===== src/gbm_pkg.sv =====
// ----------------------------------------------------------------------------
// gbm_pkg
// shared types, constants and coefficient table for the gbm path step core
// ----------------------------------------------------------------------------
`default_nettype none

package gbm_pkg;

    localparam int unsigned GBM_QUEUE_DEPTH = 2;
    localparam int unsigned MAX_STEPS       = 65535;

    // configuration register indexes
    localparam logic [2:0] REG_START_PRICE = 3'd0;
    localparam logic [2:0] REG_DRIFT       = 3'd1;
    localparam logic [2:0] REG_VOL         = 3'd2;
    localparam logic [2:0] REG_STEPS       = 3'd3;
    localparam logic [2:0] REG_PATHS       = 3'd4;

    localparam logic [31:0] START_PRICE_RST = 32'd6553600;
    localparam logic [15:0] STEPS_RST       = 16'd252;
    localparam logic [15:0] PATHS_RST       = 16'd1000;

    // log2(e) in q2.30
    localparam logic [32:0] LOG2E_Q30 = 33'd1549082005;
    // highest horner coefficient, q0.30
    localparam logic [32:0] POW2_C6   = 33'd16378;
    localparam int unsigned HORNER_TERMS = 7;

    typedef struct packed {
        logic [31:0]        start_price;
        logic signed [31:0] drift;
        logic [30:0]        vol;
        logic [15:0]        steps;
        logic [15:0]        paths;
    } gbm_cfg_t;

    typedef struct packed {
        logic [27:0] factor;
        logic        sat;
    } gbm_entry_t;

    // term added after each horner product: c5 .. c0, then one in q.30
    function automatic logic [31:0] horner_term(input logic [2:0] idx);
        logic [31:0] t;
        begin
            case (idx)
                3'd0:    t = 32'd165394;
                3'd1:    t = 32'd1431680;
                3'd2:    t = 32'd10327387;
                3'd3:    t = 32'd59597083;
                3'd4:    t = 32'd257941248;
                3'd5:    t = 32'd744261118;
                3'd6:    t = 32'd1073741824;
                default: t = 32'd0;
            endcase
            return t;
        end
    endfunction

endpackage

`default_nettype wire


===== src/gbm_queue.sv =====
// ----------------------------------------------------------------------------
// gbm_queue
// small register queue of growth factors between front and back
// ----------------------------------------------------------------------------
`default_nettype none

module gbm_queue #(
    parameter int unsigned DEPTH = gbm_pkg::GBM_QUEUE_DEPTH
) (
    input  wire logic                clk,
    input  wire logic                rst_n,
    input  wire logic                push,
    input  wire gbm_pkg::gbm_entry_t push_data,
    output logic                     full,
    input  wire logic                pop,
    output gbm_pkg::gbm_entry_t      pop_data,
    output logic                     empty
);
    import gbm_pkg::*;

    localparam int unsigned PW = (DEPTH > 1) ? $clog2(DEPTH) : 1;
    localparam int unsigned CW = $clog2(DEPTH + 1);

    gbm_entry_t      mem_reg [DEPTH];
    logic [PW-1:0]   wr_reg, wr_next;
    logic [PW-1:0]   rd_reg, rd_next;
    logic [CW-1:0]   cnt_reg, cnt_next;
    logic            do_push, do_pop;

    assign full     = (cnt_reg == CW'(DEPTH));
    assign empty    = (cnt_reg == '0);
    assign do_push  = push && !full;
    assign do_pop   = pop && !empty;
    assign pop_data = mem_reg[rd_reg];

    always_comb
    begin
        wr_next  = wr_reg;
        rd_next  = rd_reg;
        cnt_next = cnt_reg;
        if (do_push)
            wr_next = (wr_reg == PW'(DEPTH - 1)) ? '0 : wr_reg + PW'(1);
        if (do_pop)
            rd_next = (rd_reg == PW'(DEPTH - 1)) ? '0 : rd_reg + PW'(1);
        if (do_push && !do_pop)
            cnt_next = cnt_reg + CW'(1);
        else if (do_pop && !do_push)
            cnt_next = cnt_reg - CW'(1);
    end

    always_ff @(posedge clk or negedge rst_n)
    begin
        if (!rst_n)
        begin
            wr_reg  <= '0;
            rd_reg  <= '0;
            cnt_reg <= '0;
        end
        else
        begin
            wr_reg  <= wr_next;
            rd_reg  <= rd_next;
            cnt_reg <= cnt_next;
        end
    end

    always_ff @(posedge clk)
    begin
        if (do_push)
            mem_reg[wr_reg] <= push_data;
    end

endmodule

`default_nettype wire


===== config.mk =====
export PLATFORM = sky130hd
export DESIGN_NAME = gbm_queue
export DESIGN_NICKNAME = d
export VERILOG_FILES = /design/src/gbm_pkg.sv /design/src/gbm_queue.sv
export SDC_FILE = /design/constraint.sdc
export NUM_CORES = 1
export LEC_CHECK = 0
export CAP_MARGIN = 10
export CORE_ASPECT_RATIO = 1.1
export CORE_MARGIN = 1
export CORE_UTILIZATION = 38
export DETAILED_ROUTE_END_ITERATION = 16
export DONT_BUFFER_PORTS = 1
export GPL_TIMING_DRIVEN = 1
export SLEW_MARGIN = 10
export SYNTH_ARGS = -nofsm -noshare
export SYNTH_HDL_FRONTEND = slang
export SYNTH_SLANG_ARGS = --single-unit

===== constraint.sdc =====
create_clock -name clk -period 3.6 [get_ports clk]
set_input_delay 0.54 -clock clk [delete_from_list [all_inputs] [get_ports clk]]
set_output_delay 0.54 -clock clk [all_outputs]
set_load 0.02 [all_outputs]

==> metrics <==
status complete, no violations; Global Route met2 Usage 21.08%; Setup TNS Final 0 ns; P_leak 0.9881 nW; wire length per cell 17.72 um; leading cell type in the layout, fill and taps excluded edfxtp_1; Critical-path top delay cell dfrtp_2; placed instance area 2492 um2; CP Cell Sequence mux2_4; worst slew pin tran 0.9459 ns; first-pass GRT wire length 5478 um; met1 usage in global routing 9.595%; Critical Path End Type primary output; DRC 0; RSZ-0062 raised after global routing false; required time of the critical path 3.06 ns; Root Buffer clkbuf_8; min Tclk post-route ~2.3 ns; Yosys cell types 13; hold endpoint mem_reg[1][7]$_DFFE_PP_; ant diodes 0; starting DRC count in detailed routing 60; Fillers 528; Hold Path Origin push_data[7]; power after layout roughly 2.4 mW; CTS tree built; syn_nets 143; initial core utilization between 30% and 40%; Worst path max stage delay 0.99 ns; Yosys warnings 0; final period utilization approximately 63%; max cap viols 0; Max VDD drop 0.3122 mV; worst reg2reg endpoint mem_reg[0][3]$_DFFE_PP_; clk_skew 0.004975 ns; post-route ant nets 0; layout cell share with drive strength beyond 1 36.80%; worst-path fanout max 30; #FFs+latches synth 62; pre-CTS setup slack ~1.6 ns; final setup fails 0; Hold Path Class in -> reg; met3 Use GR about 8.8%; Reg clk slew, reported paths 0.06 ns; First-pass DRT Iterations 4; post-synthesis cell area 2407 um2; clk buf depth 2; Final Cell Area 2683 um2; max reg flops 58; gr usage total 12.15%; Slew Limit Headroom 36.94%; Final Hold Vio Count 0; port bufs 0; Via-to-Cell Ratio between 4 and 5; core area 6156 um2; placer congestion estimate ~0.66; via count a little under 1000; largest net degree at the start of global routing 31; commonest non-fill, non-tap cells in the layout 58 x edfxtp_1, 29 x mux2_4, 9 x clkbuf_8; reg2reg setup slack 1.62 ns; H-tree levels 3; Worst Path Buf+Inv 0; Detailed Place HPWL 2483 um; Peak Freq 0.4419 GHz; power density over the cells between 800 and 900 nW/um2; # rows 30; chip height roughly 85 um; syn avg cell area 22.09 um2; die width 77.89 um; routed wire length 3633 um; Remaining Overflow, GRT 0; clock sink total 62; vias in the first global route around 1000; gr busiest metal met2; Final Util 43.58%; post-CTS setup repair buffer count 0; crit path launch type register; critical path class reg -> out; reg2reg start cnt_reg[0]$_DFFE_PN0P_; worst hold path stage count 0; Max Slew Vio Count 0; CP arrival 1.72 ns; initial antenna violation count 0; nets about 150; Worst-Skew Late Latency around 0.33 ns; cts bufs inserted 9; Post-Synthesis Cells roughly 110; register area share after synthesis 76.51%; Crit path max-delay family flip-flops; Reg2Reg Depth 4; Ports 64; die area 6658 um2; final setup margin roughly 1.3 ns; area grow syn2layout 11.43%
how the worst max path moves through the flow:
| stage | from | endpoint | slack, ns | cells after the start |
|---|---|---|---|---|
| 2_1_floorplan | cnt_reg[0]$_DFFE_PN0P_ | mem_reg[0][0]$_DFFE_PP_ | 1.31 | 3 |
| 3_3_place_gp | cnt_reg[0]$_DFFE_PN0P_ | mem_reg[0][2]$_DFFE_PP_ | 1.68 | 4 |
| 3_5_place_dp | cnt_reg[0]$_DFFE_PN0P_ | mem_reg[0][4]$_DFFE_PP_ | 1.57 | 4 |
| 4_1_cts | rd_reg$_DFFE_PN0P_ | pop_data[21] | 1.28 | 1 |
| 5_1_grt | rd_reg$_DFFE_PN0P_ | pop_data[9] | 1.24 | 1 |
| 6_report | rd_reg$_DFFE_PN0P_ | pop_data[21] | 1.34 | 1 |
cells in the mapped netlist:
library cell  count  area [um2]
and3_1            1       6.260
dfrtp_1           4       100.1
nand2_1           1       3.750
ha_1              1       12.51
mux2_4           29       435.4
xor2_1            2       17.52
buf_6             3       33.78
o21ai_1           1       5.000
xnor2_1           3       26.28
nor2_1            3       11.26
edfxtp_1         58        1742
nand2b_1          1       6.260
inv_1             2       7.510
power breakdown:
group	internal, mW	total, mW	switching [mW]
logic	0.316	0.699	0.383
registers	0.992	1.14	0.149
clock network	0.311	0.546	0.235
layer usage:
layer | wire length [um] | share of wire, %
met5 | 0 | 0
met4 | 104 | 2.9
met3 | 404 | 11
met2 | 2000 | 55
met1 | 1125 | 31
stage by stage:
step,hold WS (ns),instances
3_5_place_dp,0.2445,188
5_1_grt,0.2718,205
6_report,0.3043,205
4_1_cts,0.2809,205
2_1_floorplan,0.2444,109
3_3_place_gp,0.2445,188
cell families after synthesis:
group / count (synthesis) / share of synthesized area [%]
flip-flops: 62 / 76.51
multiplexers: 29 / 18.09
AND/OR/NAND/NOR: 6 / 1.144
XOR/XNOR: 5 / 1.819
buffers and inverters: 5 / 1.715
AO/OA/AOI/OAI: 1 / 0.2077
adder cells (fa/ha/maj): 1 / 0.5197
cell type report:
cell class / instances / area, um2 / share of cell area (%)
clock inverter: 6 / 52.55 / 1.959
multi-input combinational: 42 / 526.8 / 19.64
timing repair buffer: 3 / 25.02 / 0.9328
inverter: 2 / 7.507 / 0.2799
sequential: 62 / 1843 / 68.70
tap: 80 / 100.1 / 3.731
clock buffer: 10 / 127.6 / 4.757
what timing repair did:
action	4_1_cts	5_1_grt
endpoints found under the hold margin	4	0
hold buffers	1	0
gates resized for setup	0	0
Power figures use the tool's default switching activity.
