$ cat config.mk
export PLATFORM = sky130hd
export DESIGN_NAME = gbm_back
export DESIGN_NICKNAME = d
export VERILOG_FILES = /design/src/gbm_pkg.sv /design/src/gbm_back.sv
export SDC_FILE = /design/constraint.sdc
export NUM_CORES = 2
export LEC_CHECK = 0
export ABC_AREA = 1
export BUFFER_PORTS_ARGS = -buffer_cell sky130_fd_sc_hd__buf_2
export CAP_MARGIN = 20
export CORE_UTILIZATION = 50
export DETAILED_ROUTE_END_ITERATION = 10
export PLACE_DENSITY_LB_ADDON = 0.15
export SYNTH_ARGS = -nofsm -noshare
export SYNTH_HDL_FRONTEND = slang
export SYNTH_SLANG_ARGS = --single-unit
$ cat constraint.sdc
create_clock -name clk -period 13.2 [get_ports clk]
set_input_delay 1.32 -clock clk [delete_from_list [all_inputs] [get_ports clk]]
set_output_delay 1.32 -clock clk [all_outputs]
set_load 0.02 [all_outputs]
$ cat src/gbm_pkg.sv
// ----------------------------------------------------------------------------
// gbm_pkg
// shared types, constants and coefficient table for the gbm path step core
// ----------------------------------------------------------------------------
`default_nettype none

package gbm_pkg;

    localparam int unsigned GBM_QUEUE_DEPTH = 2;
    localparam int unsigned MAX_STEPS       = 65535;

    // configuration register indexes
    localparam logic [2:0] REG_START_PRICE = 3'd0;
    localparam logic [2:0] REG_DRIFT       = 3'd1;
    localparam logic [2:0] REG_VOL         = 3'd2;
    localparam logic [2:0] REG_STEPS       = 3'd3;
    localparam logic [2:0] REG_PATHS       = 3'd4;

    localparam logic [31:0] START_PRICE_RST = 32'd6553600;
    localparam logic [15:0] STEPS_RST       = 16'd252;
    localparam logic [15:0] PATHS_RST       = 16'd1000;

    // log2(e) in q2.30
    localparam logic [32:0] LOG2E_Q30 = 33'd1549082005;
    // highest horner coefficient, q0.30
    localparam logic [32:0] POW2_C6   = 33'd16378;
    localparam int unsigned HORNER_TERMS = 7;

    typedef struct packed {
        logic [31:0]        start_price;
        logic signed [31:0] drift;
        logic [30:0]        vol;
        logic [15:0]        steps;
        logic [15:0]        paths;
    } gbm_cfg_t;

    typedef struct packed {
        logic [27:0] factor;
        logic        sat;
    } gbm_entry_t;

    // term added after each horner product: c5 .. c0, then one in q.30
    function automatic logic [31:0] horner_term(input logic [2:0] idx);
        logic [31:0] t;
        begin
            case (idx)
                3'd0:    t = 32'd165394;
                3'd1:    t = 32'd1431680;
                3'd2:    t = 32'd10327387;
                3'd3:    t = 32'd59597083;
                3'd4:    t = 32'd257941248;
                3'd5:    t = 32'd744261118;
                3'd6:    t = 32'd1073741824;
                default: t = 32'd0;
            endcase
            return t;
        end
    endfunction

endpackage

`default_nettype wire

$ cat src/gbm_back.sv
// ----------------------------------------------------------------------------
// gbm_back
// applies the growth factor to the path price and keeps step and path counts
// ----------------------------------------------------------------------------
`default_nettype none

module gbm_back (
    input  wire logic                clk,
    input  wire logic                rst_n,
    input  wire gbm_pkg::gbm_cfg_t   cfg,
    input  wire logic                empty,
    output logic                     pop,
    input  wire gbm_pkg::gbm_entry_t pop_data,
    output logic                     res_valid,
    input  wire logic                res_stall,
    output logic [31:0]              price,
    output logic [15:0]              step_index,
    output logic [15:0]              path_index,
    output logic                     last_of_path,
    output logic                     last_of_run,
    output logic                     saturated
);
    import gbm_pkg::*;

    logic        busy_reg;
    logic [59:0] prod_reg;
    logic        esat_reg;
    logic [31:0] cur_price_reg;
    logic [15:0] step_cnt_reg;
    logic [15:0] path_cnt_reg;
    logic        out_valid_reg;
    logic [31:0] price_reg;
    logic [15:0] step_idx_reg;
    logic [15:0] path_idx_reg;
    logic        lop_reg, lor_reg, sat_reg;

    logic [31:0] base;
    logic [60:0] np_full;
    logic        np_ovf;
    logic [31:0] np;
    logic [15:0] steps_eff, paths_eff;
    logic [16:0] step_p1, path_p1;
    logic        end_path, end_run, finish;

    assign base    = (step_cnt_reg == 16'd0) ? cfg.start_price : cur_price_reg;
    assign pop     = !busy_reg && !empty;
    assign np_full = {1'b0, prod_reg} + 61'd32768;
    assign np_ovf  = (np_full[60:48] != 13'd0);
    assign np      = np_ovf ? 32'hFFFF_FFFF : np_full[47:16];

    always_comb
    begin
        steps_eff = (cfg.steps == 16'd0) ? 16'd1 : cfg.steps;
        if ({1'b0, steps_eff} > 17'(MAX_STEPS))
            steps_eff = 16'(MAX_STEPS);
        paths_eff = (cfg.paths == 16'd0) ? 16'd1 : cfg.paths;
    end

    assign step_p1  = {1'b0, step_cnt_reg} + 17'd1;
    assign path_p1  = {1'b0, path_cnt_reg} + 17'd1;
    assign end_path = step_p1 >= {1'b0, steps_eff};
    assign end_run  = end_path && (path_p1 >= {1'b0, paths_eff});
    assign finish   = busy_reg && (!out_valid_reg || !res_stall);

    always_ff @(posedge clk or negedge rst_n)
    begin
        if (!rst_n)
        begin
            busy_reg      <= 1'b0;
            out_valid_reg <= 1'b0;
            step_cnt_reg  <= '0;
            path_cnt_reg  <= '0;
            cur_price_reg <= START_PRICE_RST;
        end
        else
        begin
            if (pop)
                busy_reg <= 1'b1;
            else if (finish)
                busy_reg <= 1'b0;
            if (finish)
            begin
                out_valid_reg <= 1'b1;
                if (end_path)
                begin
                    step_cnt_reg  <= '0;
                    cur_price_reg <= cfg.start_price;
                    path_cnt_reg  <= end_run ? 16'd0 : path_p1[15:0];
                end
                else
                begin
                    step_cnt_reg  <= step_p1[15:0];
                    cur_price_reg <= np;
                end
            end
            else if (!res_stall)
            begin
                out_valid_reg <= 1'b0;
            end
        end
    end

    always_ff @(posedge clk)
    begin
        if (pop)
        begin
            prod_reg <= base * pop_data.factor;
            esat_reg <= pop_data.sat;
        end
        if (finish)
        begin
            price_reg    <= np;
            step_idx_reg <= step_p1[15:0];
            path_idx_reg <= path_cnt_reg;
            lop_reg      <= end_path;
            lor_reg      <= end_run;
            sat_reg      <= esat_reg || np_ovf;
        end
    end

    assign res_valid    = out_valid_reg;
    assign price        = price_reg;
    assign step_index   = step_idx_reg;
    assign path_index   = path_idx_reg;
    assign last_of_path = lop_reg;
    assign last_of_run  = lor_reg;
    assign saturated    = sat_reg;

endmodule

`default_nettype wire

==> qor.csv <==
stage,metric,value,unit
synth,"EDFF count, synth",113,
floorplanning,Rows,101,
timing,Final Critical Period,10.25,ns
clock_network,"Setup Fix Bufs, Post-CTS",0,
hold_path,hold path start,res_valid,
place,GPL Wtd Cong,0.966,
hold_path,Hold EP,res_valid,
routing,wire length per cell,22.0,µm
place,detailed placement HPWL,102000,µm
worst_setup_path,worst r2r src,step_cnt_reg[0],
timing,Slew @ Worst Pin,1.20,ns
finish,NumNets Final,5960,
routing,TritonRoute pass-1 iters,6,
hold_path,hold path depth,2,
finish,share of layout cells above drive strength 1,0.0708,
synth,sequential area share after synthesis,0.130,
clock_network,root buffer cell,clkbuf_16,
worst_setup_path,Worst path slowest cell,clkinv_1,
timing,endpoints failing setup,0,
synth,syn_nets,5903,
synth,share of flip-flops with an asynchronous set or reset,0.369,
clock_network,CTS Sinks,179,
clock_network,Inserted Clock Buffers,17,
place,Port Buffer Count,165,
floorplanning,die area,78700,µm²
timing,setup TNS,0,ns
synth,#FFs+latches synth,179,
grt,first-pass GRT wire length,196000,µm
worst_setup_path,Critical Path Start Type,register,
clock_network,CTS clock-pin slew for the worst setup and hold paths,0.08,ns
synth,most used flip-flop cell after synthesis,edfxtp_1,
synth,Yosys cell types,49,
synth,top cell type's share of synthesized area,0.401,
timing,max frequency,0.0975,GHz
grt,largest net degree at the start of global routing,79,
grt,GRT Total Usage,0.338,
hold_path,Worst Hold Class,reg -> reg,
clock_network,"Gates resized, CTS repair",0,
floorplanning,initial core utilization,0.508,
synth,most frequent cell after synthesis,inv_1,
finish,FILL cells,7494,
routing,vias,31555,
worst_setup_path,worst-path maximum fanout,33,
floorplanning,Core Region,76300,µm²
clock_network,Max Buffers Root-to-Sink,2,
synth,Syn Inst Count,4720,
flow_run,max cap viols,0,
grt,"Remaining Overflow, GRT",0,
floorplanning,I/O pin count,229,
worst_setup_path,arrival time worst endpoint,10.46,ns
worst_setup_path,WP data required,13.41,ns
finish,Area Overhead vs Synth,6.35,%
finish,max FFs per register,45,
routing,remaining antenna violation count,0,
routing,Remaining DRCs,0,
worst_setup_path,r2r endpoint,prod_reg[56],
worst_setup_path,Max stage delay on crit path,1.01,ns
clock_network,H-tree Lvls,4,
timing,Tcrit/Tclk final,0.777,
finish,area occupied by multi-input gates,28600,µm²
worst_setup_path,critical path type,reg -> reg,
timing,Final Hold Fails,0,
floorplanning,Die Y,281,µm
routing,vias per cell,5.42,
synth,largest cells by area after synthesis,"fa_1 40%, inv_1 11%, edfxtp_1 8.7%",
grt,number of global-route vias before repair,31903,
worst_setup_path,reg2reg setup slack,2.95,ns
grt,initial antenna violation count,2,
clock_network,CTS tree,done,
timing,max-slew violations,0,
timing,Relative slew margins,0.198,
worst_setup_path,Worst path most repeated cell,fa_1,
worst_setup_path,R2R cell count,31,
timing,skew final,0.0172,ns
floorplanning,die width,281,µm
timing,RSZ-0062 raised after global routing,no,
synth,synth cell count leaders,"1154 x inv_1, 893 x nand2_1, 777 x fa_1",
finish,sequential cell area,5050,µm²
run_status,outcome,completed,
synth,Synth Cell Area,38800,µm²
routing,Initial DRC Count,2761,
timing,worst hold margin,0.499,ns
clock_network,"Clk Latency, worst-skew pair",0.46,ns
clock_network,CTS Hold Bufs,0,
worst_setup_path,Worst setup EP type,register,
synth,Syn. warnings,0,
synth,mean post-synth cell area,8.22,µm²
routing,Routed WL,128000,µm
synth,biggest area consumer among synthesized cells,fa_1,
worst max path at each step:
stage                                from            to  slack [ns]  depth (start not counted)
after global placement    step_cnt_reg[0]  prod_reg[56]        3.22                         31
after global routing      step_cnt_reg[0]  prod_reg[56]        2.58                         31
final                     step_cnt_reg[0]  prod_reg[56]        2.95                         31
after CTS                 step_cnt_reg[0]  prod_reg[56]        3.13                         31
after floorplan                  cfg[118]  prod_reg[56]        5.47                         27
after detailed placement  step_cnt_reg[0]  prod_reg[56]        3.16                         31
stage by stage:
stage                util  instance area, µm²  worst slack [ns]  instances
floorplan               -               38800              5.47       4720
global placement    0.531               40600              3.22       5786
detailed placement  0.531               40600              3.16       5786
CTS                 0.540               41200              3.13       5818
global route        0.540               41200              2.58       5820
finish              0.540               41200              2.95       5821
cells by family after synthesis:
| kind of cell | share of synthesized area |
|---|---|
| flip-flops | 0.130 |
| buffers and inverters | 0.132 |
| XOR/XNOR | 0.0235 |
| adder cells (fa/ha/maj) | 0.480 |
| AO/OA/AOI/OAI | 0.0388 |
| AND/OR/NAND/NOR | 0.195 |
worst max-delay path: cells and delay by family (launching register included):
family / cells / cell delay (ns)
and+or+nand+nor: 8 / 1.09
adders and majority gates: 9 / 4.10
DFF: 1 / 0.42
AOI/OAI and AO/OA: 6 / 2.18
buffers and inverters: 8 / 2.17
area by class of cell:
cell class,count,area share
multi-input combinational,3193,0.694
clock buffer,17,0.0103
timing repair buffer,215,0.0298
clock inverter,15,0.00510
tap,1030,0.0312
antenna,1,0.0000607
inverter,1171,0.107
sequential,179,0.122
metal layers:
metal / global-route usage / share of wire / up-vias
met5: 0 / 0.00021 / -
met4: 0.133 / 0.047 / 4
met3: 0.0686 / 0.099 / 294
met2: 0.532 / 0.45 / 1529
met1: 0.458 / 0.40 / 15821
li1: - / - / 13907
placed cells by master (no fill, tap or decap), types with 20 or more instances in the layout:
master / netlist / layout
xnor2_1: 20 / 20
nand3_2: 21 / 21
ha_1: 246 / 246
nor2_1: 632 / 630
o21ai_0: 77 / 77
a21oi_1: 118 / 118
nor3_1: 48 / 48
fa_1: 777 / 777
o21a_1: 46 / 46
inv_1: 1154 / 1153
nand4_1: 22 / 22
dfrtp_1: 63 / 63
buf_4: 1 / 48
or2_2: 32 / 32
nand2_1: 893 / 893
nand3_1: 96 / 96
xor2_1: 84 / 84
edfxtp_1: 113 / 113
buf_2: 8 / 165
Power is not shown: default switching activity piles up to over one toggle a cycle in this logic, so the estimate is an artifact.
