## src/gbm_pkg.sv

```systemverilog
// ----------------------------------------------------------------------------
// gbm_pkg
// shared types, constants and coefficient table for the gbm path step core
// ----------------------------------------------------------------------------
`default_nettype none

package gbm_pkg;

    localparam int unsigned GBM_QUEUE_DEPTH = 2;
    localparam int unsigned MAX_STEPS       = 65535;

    // configuration register indexes
    localparam logic [2:0] REG_START_PRICE = 3'd0;
    localparam logic [2:0] REG_DRIFT       = 3'd1;
    localparam logic [2:0] REG_VOL         = 3'd2;
    localparam logic [2:0] REG_STEPS       = 3'd3;
    localparam logic [2:0] REG_PATHS       = 3'd4;

    localparam logic [31:0] START_PRICE_RST = 32'd6553600;
    localparam logic [15:0] STEPS_RST       = 16'd252;
    localparam logic [15:0] PATHS_RST       = 16'd1000;

    // log2(e) in q2.30
    localparam logic [32:0] LOG2E_Q30 = 33'd1549082005;
    // highest horner coefficient, q0.30
    localparam logic [32:0] POW2_C6   = 33'd16378;
    localparam int unsigned HORNER_TERMS = 7;

    typedef struct packed {
        logic [31:0]        start_price;
        logic signed [31:0] drift;
        logic [30:0]        vol;
        logic [15:0]        steps;
        logic [15:0]        paths;
    } gbm_cfg_t;

    typedef struct packed {
        logic [27:0] factor;
        logic        sat;
    } gbm_entry_t;

    // term added after each horner product: c5 .. c0, then one in q.30
    function automatic logic [31:0] horner_term(input logic [2:0] idx);
        logic [31:0] t;
        begin
            case (idx)
                3'd0:    t = 32'd165394;
                3'd1:    t = 32'd1431680;
                3'd2:    t = 32'd10327387;
                3'd3:    t = 32'd59597083;
                3'd4:    t = 32'd257941248;
                3'd5:    t = 32'd744261118;
                3'd6:    t = 32'd1073741824;
                default: t = 32'd0;
            endcase
            return t;
        end
    endfunction

endpackage

`default_nettype wire

```

## src/gbm_front.sv

```systemverilog
// ----------------------------------------------------------------------------
// gbm_front
// takes one shock beat and works out the growth factor on a shared multiplier
// ----------------------------------------------------------------------------
`default_nettype none

module gbm_front (
    input  wire logic              clk,
    input  wire logic              rst_n,
    input  wire gbm_pkg::gbm_cfg_t cfg,
    input  wire logic              z_valid,
    output logic                   z_stall,
    input  wire logic signed [15:0] z,
    output logic                   push,
    output gbm_pkg::gbm_entry_t    push_data,
    input  wire logic              q_full
);
    import gbm_pkg::*;

    localparam logic [2:0] F_IDLE = 3'd0;
    localparam logic [2:0] F_MZ   = 3'd1;
    localparam logic [2:0] F_PE   = 3'd2;
    localparam logic [2:0] F_MY   = 3'd3;
    localparam logic [2:0] F_PY   = 3'd4;
    localparam logic [2:0] F_MH   = 3'd5;
    localparam logic [2:0] F_PH   = 3'd6;
    localparam logic [2:0] F_SH   = 3'd7;

    logic [2:0]         state_reg, state_next;
    logic signed [32:0] a_reg, a_next;
    logic signed [32:0] b_reg, b_next;
    logic signed [65:0] prod_reg;
    logic               sat_reg, sat_next;
    logic [4:0]         k_reg, k_next;
    logic [29:0]        f_reg, f_next;
    logic [2:0]         hidx_reg, hidx_next;
    logic [31:0]        p_reg, p_next;

    logic [47:0]        acc;
    logic [32:0]        e_full;
    logic [30:0]        e_clamp;
    logic               e_sat;
    logic [31:0]        h_sum;
    logic [4:0]         shamt;
    logic [32:0]        rnd;
    logic [32:0]        shifted;

    // exponent: drift*2^12 + vol*z, round half up to q.27, clamp to [-8, 8)
    always_comb
    begin
        acc    = prod_reg[47:0] + {{4{cfg.drift[31]}}, cfg.drift, 12'd0} + 48'd16384;
        e_full = acc[47:15];
        e_sat  = 1'b0;
        if (!e_full[32] && (e_full[31:30] != 2'b00))
        begin
            e_clamp = 31'h3FFF_FFFF;
            e_sat   = 1'b1;
        end
        else if (e_full[32] && (e_full[31:30] != 2'b11))
        begin
            e_clamp = 31'h4000_0000;
            e_sat   = 1'b1;
        end
        else
        begin
            e_clamp = e_full[30:0];
        end
    end

    assign h_sum   = horner_term(hidx_reg) + prod_reg[61:30];
    assign shamt   = 5'd14 - k_reg;
    assign rnd     = {1'b0, p_reg} + (33'd1 << (shamt - 5'd1));
    assign shifted = rnd >> shamt;

    always_comb
    begin
        state_next = state_reg;
        a_next     = a_reg;
        b_next     = b_reg;
        sat_next   = sat_reg;
        k_next     = k_reg;
        f_next     = f_reg;
        hidx_next  = hidx_reg;
        p_next     = p_reg;
        push       = 1'b0;
        case (state_reg)
            F_IDLE:
            begin
                if (z_valid)
                begin
                    a_next     = {2'b00, cfg.vol};
                    b_next     = {{17{z[15]}}, z};
                    state_next = F_MZ;
                end
            end
            F_MZ: state_next = F_PE;
            F_PE:
            begin
                sat_next   = e_sat;
                a_next     = {{2{e_clamp[30]}}, e_clamp};
                b_next     = LOG2E_Q30;
                state_next = F_MY;
            end
            F_MY: state_next = F_PY;
            F_PY:
            begin
                k_next     = prod_reg[61:57];
                f_next     = prod_reg[56:27];
                a_next     = POW2_C6;
                b_next     = {3'b000, prod_reg[56:27]};
                hidx_next  = 3'd0;
                state_next = F_MH;
            end
            F_MH: state_next = F_PH;
            F_PH:
            begin
                if (hidx_reg == 3'(HORNER_TERMS - 1))
                begin
                    p_next     = h_sum;
                    state_next = F_SH;
                end
                else
                begin
                    a_next     = {1'b0, h_sum};
                    b_next     = {3'b000, f_reg};
                    hidx_next  = hidx_reg + 3'd1;
                    state_next = F_MH;
                end
            end
            F_SH:
            begin
                if (!q_full)
                begin
                    push       = 1'b1;
                    state_next = F_IDLE;
                end
            end
            default: state_next = F_IDLE;
        endcase
    end

    assign z_stall          = (state_reg != F_IDLE);
    assign push_data.factor = shifted[27:0];
    assign push_data.sat    = sat_reg;

    always_ff @(posedge clk or negedge rst_n)
    begin
        if (!rst_n)
            state_reg <= F_IDLE;
        else
            state_reg <= state_next;
    end

    always_ff @(posedge clk)
    begin
        a_reg    <= a_next;
        b_reg    <= b_next;
        prod_reg <= a_reg * b_reg;
        sat_reg  <= sat_next;
        k_reg    <= k_next;
        f_reg    <= f_next;
        hidx_reg <= hidx_next;
        p_reg    <= p_next;
    end

endmodule

`default_nettype wire

```

## config.mk

```make
export PLATFORM = sky130hd
export DESIGN_NAME = gbm_front
export DESIGN_NICKNAME = d
export VERILOG_FILES = /design/src/gbm_pkg.sv /design/src/gbm_front.sv
export SDC_FILE = /design/constraint.sdc
export NUM_CORES = 2
export LEC_CHECK = 0
export BUFFER_PORTS_ARGS = -buffer_cell sky130_fd_sc_hd__buf_2
export CORE_AREA = 5 5 418 420
export CTS_BUF_LIST = sky130_fd_sc_hd__clkbuf_16
export CTS_CLUSTER_DIAMETER = 40
export DETAILED_ROUTE_END_ITERATION = 8
export DIE_AREA = 0 0 423 425
export GPL_TIMING_DRIVEN = 1
export SKIP_LAST_GASP = 1
export SLEW_MARGIN = 0
export SYNTH_ARGS = -nofsm -noshare
export SYNTH_HDL_FRONTEND = slang
export SYNTH_SLANG_ARGS = --single-unit
```

## constraint.sdc

```tcl
create_clock -name clk -period 14.9 [get_ports clk]
set_input_delay 2.98 -clock clk [delete_from_list [all_inputs] [get_ports clk]]
set_output_delay 2.98 -clock clk [all_outputs]
set_load 0.005 [all_outputs]
```

==> results_dict.tcl <==
set metrics [dict create \
    die_height_um 425 \
    num_vias 37300 \
    synth-compound-area-share_pct 7.31 \
    maxSlewViolCount 0 \
    cts_htree_levels 4 \
    required_ns 11.92 \
    hp-class "reg -> reg" \
    pin_count_of_the_biggest_net_entering_global_routing 66 \
    cts.sinks 189 \
    timing.critical_path.fanout_max 37 \
    nets 6952 \
    number_of_endpoints_failing_setup_at_the_final_stage 0 \
    layout_commonest_cell "sky130_fd_sc_hd__inv_1" \
    syn2layout_area_growth_pct 7.27 \
    timing.critical_path.arrival_ns 7.72 \
    clkTransAtPathRegs_ns 0.08 \
    timing.hold.worst_path_depth 0 \
    final_layout_size_suffix_gt1_share_pct 5.73 \
    period_needed_ns 10.70 \
    groute.usage.overall_pct 16.9 \
    cts_made_buffers 17 \
    yosys-top-cells-area "sky130_fd_sc_hd__fa_1, sky130_fd_sc_hd__ha_1, sky130_fd_sc_hd__inv_1" \
    vias_in_the_first_global_route 40000 \
    yosysSeqAreaShare_pct 10.1 \
    fp.dieArea_sq_um 180000 \
    synth-xor-area-share_pct 2.65 \
    fmax_mhz 93.4 \
    dominantRegCellSynth "sky130_fd_sc_hd__edfxtp_1" \
    vias_per_cell 4.90 \
    drt_iter0_drc 2567 \
    route.detailed.drc 0 \
    synthDistinctLibCells 93 \
    fp-row-count 152 \
    post_drt_wl_per_cell_um 19.7 \
    routed_wire_length_mm 150 \
    setup_fix_buffers_added_after_clock_tree_synthesis 0 \
    synthSimpleGateAreaFrac_pct 15.9 \
    worst_rel_slew_slack_pct 27.2 \
    layout_common_cells "sky130_fd_sc_hd__inv_1, sky130_fd_sc_hd__fa_1, sky130_fd_sc_hd__nand2_1" \
    floorplan.initialDensity_pct 29.8 \
    number_of_gates_resized_after_cts 0 \
    synth_fp_nets 6999 \
    worst_pin_slew_ns 1.09 \
    grt_first_pass_wirelength_mm 237 \
    synth_warnings 0 \
    io_pins 178 \
    number_of_antenna_violations_at_the_first_check_in_global_routing 15 \
    drt.antenna.violating_nets 0 \
    timing.final.crit_share_pct 71.8 \
    fp.dieW_um 423 \
    status "completed" \
    summed_instance_area_of_the_synthesized_netlist_sq_um 50900 \
    synthDominantAreaCellType "sky130_fd_sc_hd__fa_1" \
    finalHoldViolCount 0 \
    clock_insertion_delay_worst_skew_ns 0.46 \
    tritoncts "yes" \
    synthArstFlopShare_pct 1.59 \
    drt_pass1_iterations 5 \
    reg2reg_path_depth 28 \
    dp.final_hpwl_mm 117 \
    largest_register_ff_count 50 \
    overflow_after_grt 0 \
    max-cap-violations 0 \
    design.core.area_sq_um 171000 \
    syn_inst 5408 \
    crit_path_end_kind "output port" \
    postCtsHoldBufs 0 \
    worstSetupPathType "reg -> out" \
    synth.ff_latch_count 189 \
    synth.top_cell.area_share_pct 43.3 \
    final.setup.tns_ns 0 \
    postSynthAreaPerCell_sq_um 9.40 \
    synthAdderAreaFrac_pct 51.8 \
    finalClockSkew_ns 0.0154 \
    port_buffers 113 \
    ctsLongestPathBuffers 2 \
    ctsRootBufferMaster "sky130_fd_sc_hd__clkbuf_16" \
    grt_setup_unrepaired "no" \
    startpoint_type "register" \
    synthMuxAreaShare_pct 2.01 \
    post_synth_edffs 136 \
    combinational_family_with_the_most_area_after_synthesis "adder cells" \
    globalplace.congestion 0.928 \
]
[layout make-up]
type	instances	area (sq um)
Multi-Input combinational cell	3838	40600
Tap cell	2233	2790
Inverter	1118	4200
Timing Repair Buffer	197	1200
Fill cell	17600	116000
Clock buffer	18	450
Clock inverter	14	191
Antenna cell	2	5.00
Sequential cell	189	5160
[critical path, stage by stage (launching register included)]
cell                        delay [ns]
sky130_fd_sc_hd__edfxtp_1         0.33
sky130_fd_sc_hd__buf_4            0.36
sky130_fd_sc_hd__clkinv_1         0.12
sky130_fd_sc_hd__buf_4            0.30
sky130_fd_sc_hd__ha_1             0.35
sky130_fd_sc_hd__buf_4            0.37
sky130_fd_sc_hd__inv_1            0.13
sky130_fd_sc_hd__buf_4            0.24
sky130_fd_sc_hd__nor2_1           0.40
sky130_fd_sc_hd__nand2_1          0.10
sky130_fd_sc_hd__nand2_1          0.09
sky130_fd_sc_hd__nor3_1           0.05
sky130_fd_sc_hd__a21oi_1          0.31
sky130_fd_sc_hd__nor2_1           0.16
sky130_fd_sc_hd__nand2_1          0.13
sky130_fd_sc_hd__inv_1            0.06
sky130_fd_sc_hd__ha_1             0.26
sky130_fd_sc_hd__a21o_1           0.11
sky130_fd_sc_hd__a21oi_1          0.10
sky130_fd_sc_hd__o21ai_1          0.34
sky130_fd_sc_hd__a21oi_1          0.27
sky130_fd_sc_hd__o21ai_0          0.59
sky130_fd_sc_hd__a2111oi_0        0.26
sky130_fd_sc_hd__or3b_1           0.48
sky130_fd_sc_hd__mux4_2           0.58
sky130_fd_sc_hd__o221ai_1         0.37
sky130_fd_sc_hd__mux2_2           0.23
sky130_fd_sc_hd__buf_2            0.10
[worst paths after layout]
path                                       from                  endpoint  slack (ns)
setup reg to reg             a_reg[8]$_DFFE_PP_      prod_reg[52]$_DFF_P_        5.97
hold reg to reg            prod_reg[60]$_DFF_P_        k_reg[3]$_DFFE_PP_        0.46
max in group asynchronous                 rst_n  state_reg[1]$_DFFE_PN0P_       12.42
min in group asynchronous                 rst_n  state_reg[2]$_DFFE_PN0P_        2.33
setup / recovery             k_reg[0]$_DFFE_PP_              push_data[9]        4.20
hold / removal             prod_reg[60]$_DFF_P_        k_reg[3]$_DFFE_PP_        0.46
[synthesized netlist by cell type, types with 40 or more instances]
cell type,number
sky130_fd_sc_hd__fa_1,1101
sky130_fd_sc_hd__mux2i_1,46
sky130_fd_sc_hd__nor3_1,40
sky130_fd_sc_hd__a21o_1,74
sky130_fd_sc_hd__xnor2_1,108
sky130_fd_sc_hd__nor2_1,154
sky130_fd_sc_hd__a21oi_1,139
sky130_fd_sc_hd__clkbuf_1,250
sky130_fd_sc_hd__inv_1,1117
sky130_fd_sc_hd__xor2_1,46
sky130_fd_sc_hd__ha_1,343
sky130_fd_sc_hd__o21ai_0,96
sky130_fd_sc_hd__edfxtp_1,136
sky130_fd_sc_hd__nor2b_1,65
sky130_fd_sc_hd__nand2_1,649
sky130_fd_sc_hd__dfxtp_1,50
sky130_fd_sc_hd__and2_1,571
[per-layer routing]
layer | part of all wire (%) | track usage (%) | up-vias
met1 | 42 | 22.0 | 19400
met3 | 5.2 | 1.72 | 298
met5 | 0 | 0 | -
met2 | 50 | 29.3 | 1124
met4 | 3.8 | 5.60 | 0
li1 | - | - | 16400
[per-stage QoR]
stage	area [sq um]	hold slack, ns	setup WS [ns]	std cells	util (%)
4_1_cts	54500	0.463	4.26	7607	32.0
5_1_grt	54600	0.463	3.71	7608	32.0
6_report	54600	0.458	4.20	7609	32.0
3_5_place_dp	53900	0.445	4.77	7575	31.6
2_1_floorplan	50900	0.415	5.73	5408	-
3_3_place_gp	53900	0.441	4.74	7575	31.6
[cell families (layout without fill, tap and decap cells)]
logic type	count (synthesis)	in the layout
XOR/XNOR	154	154
AND/OR/NAND/NOR	1615	1615
other	0	2
flip-flops	189	189
multiplexers	77	77
buffers and inverters	1381	1347
AO/OA/AOI/OAI	548	548
adder cells (fa/ha/maj)	1444	1444
Power is left out: the tool's default activity adds up to more than one toggle a clock period on the data nets, which glitch-free logic cannot reach.
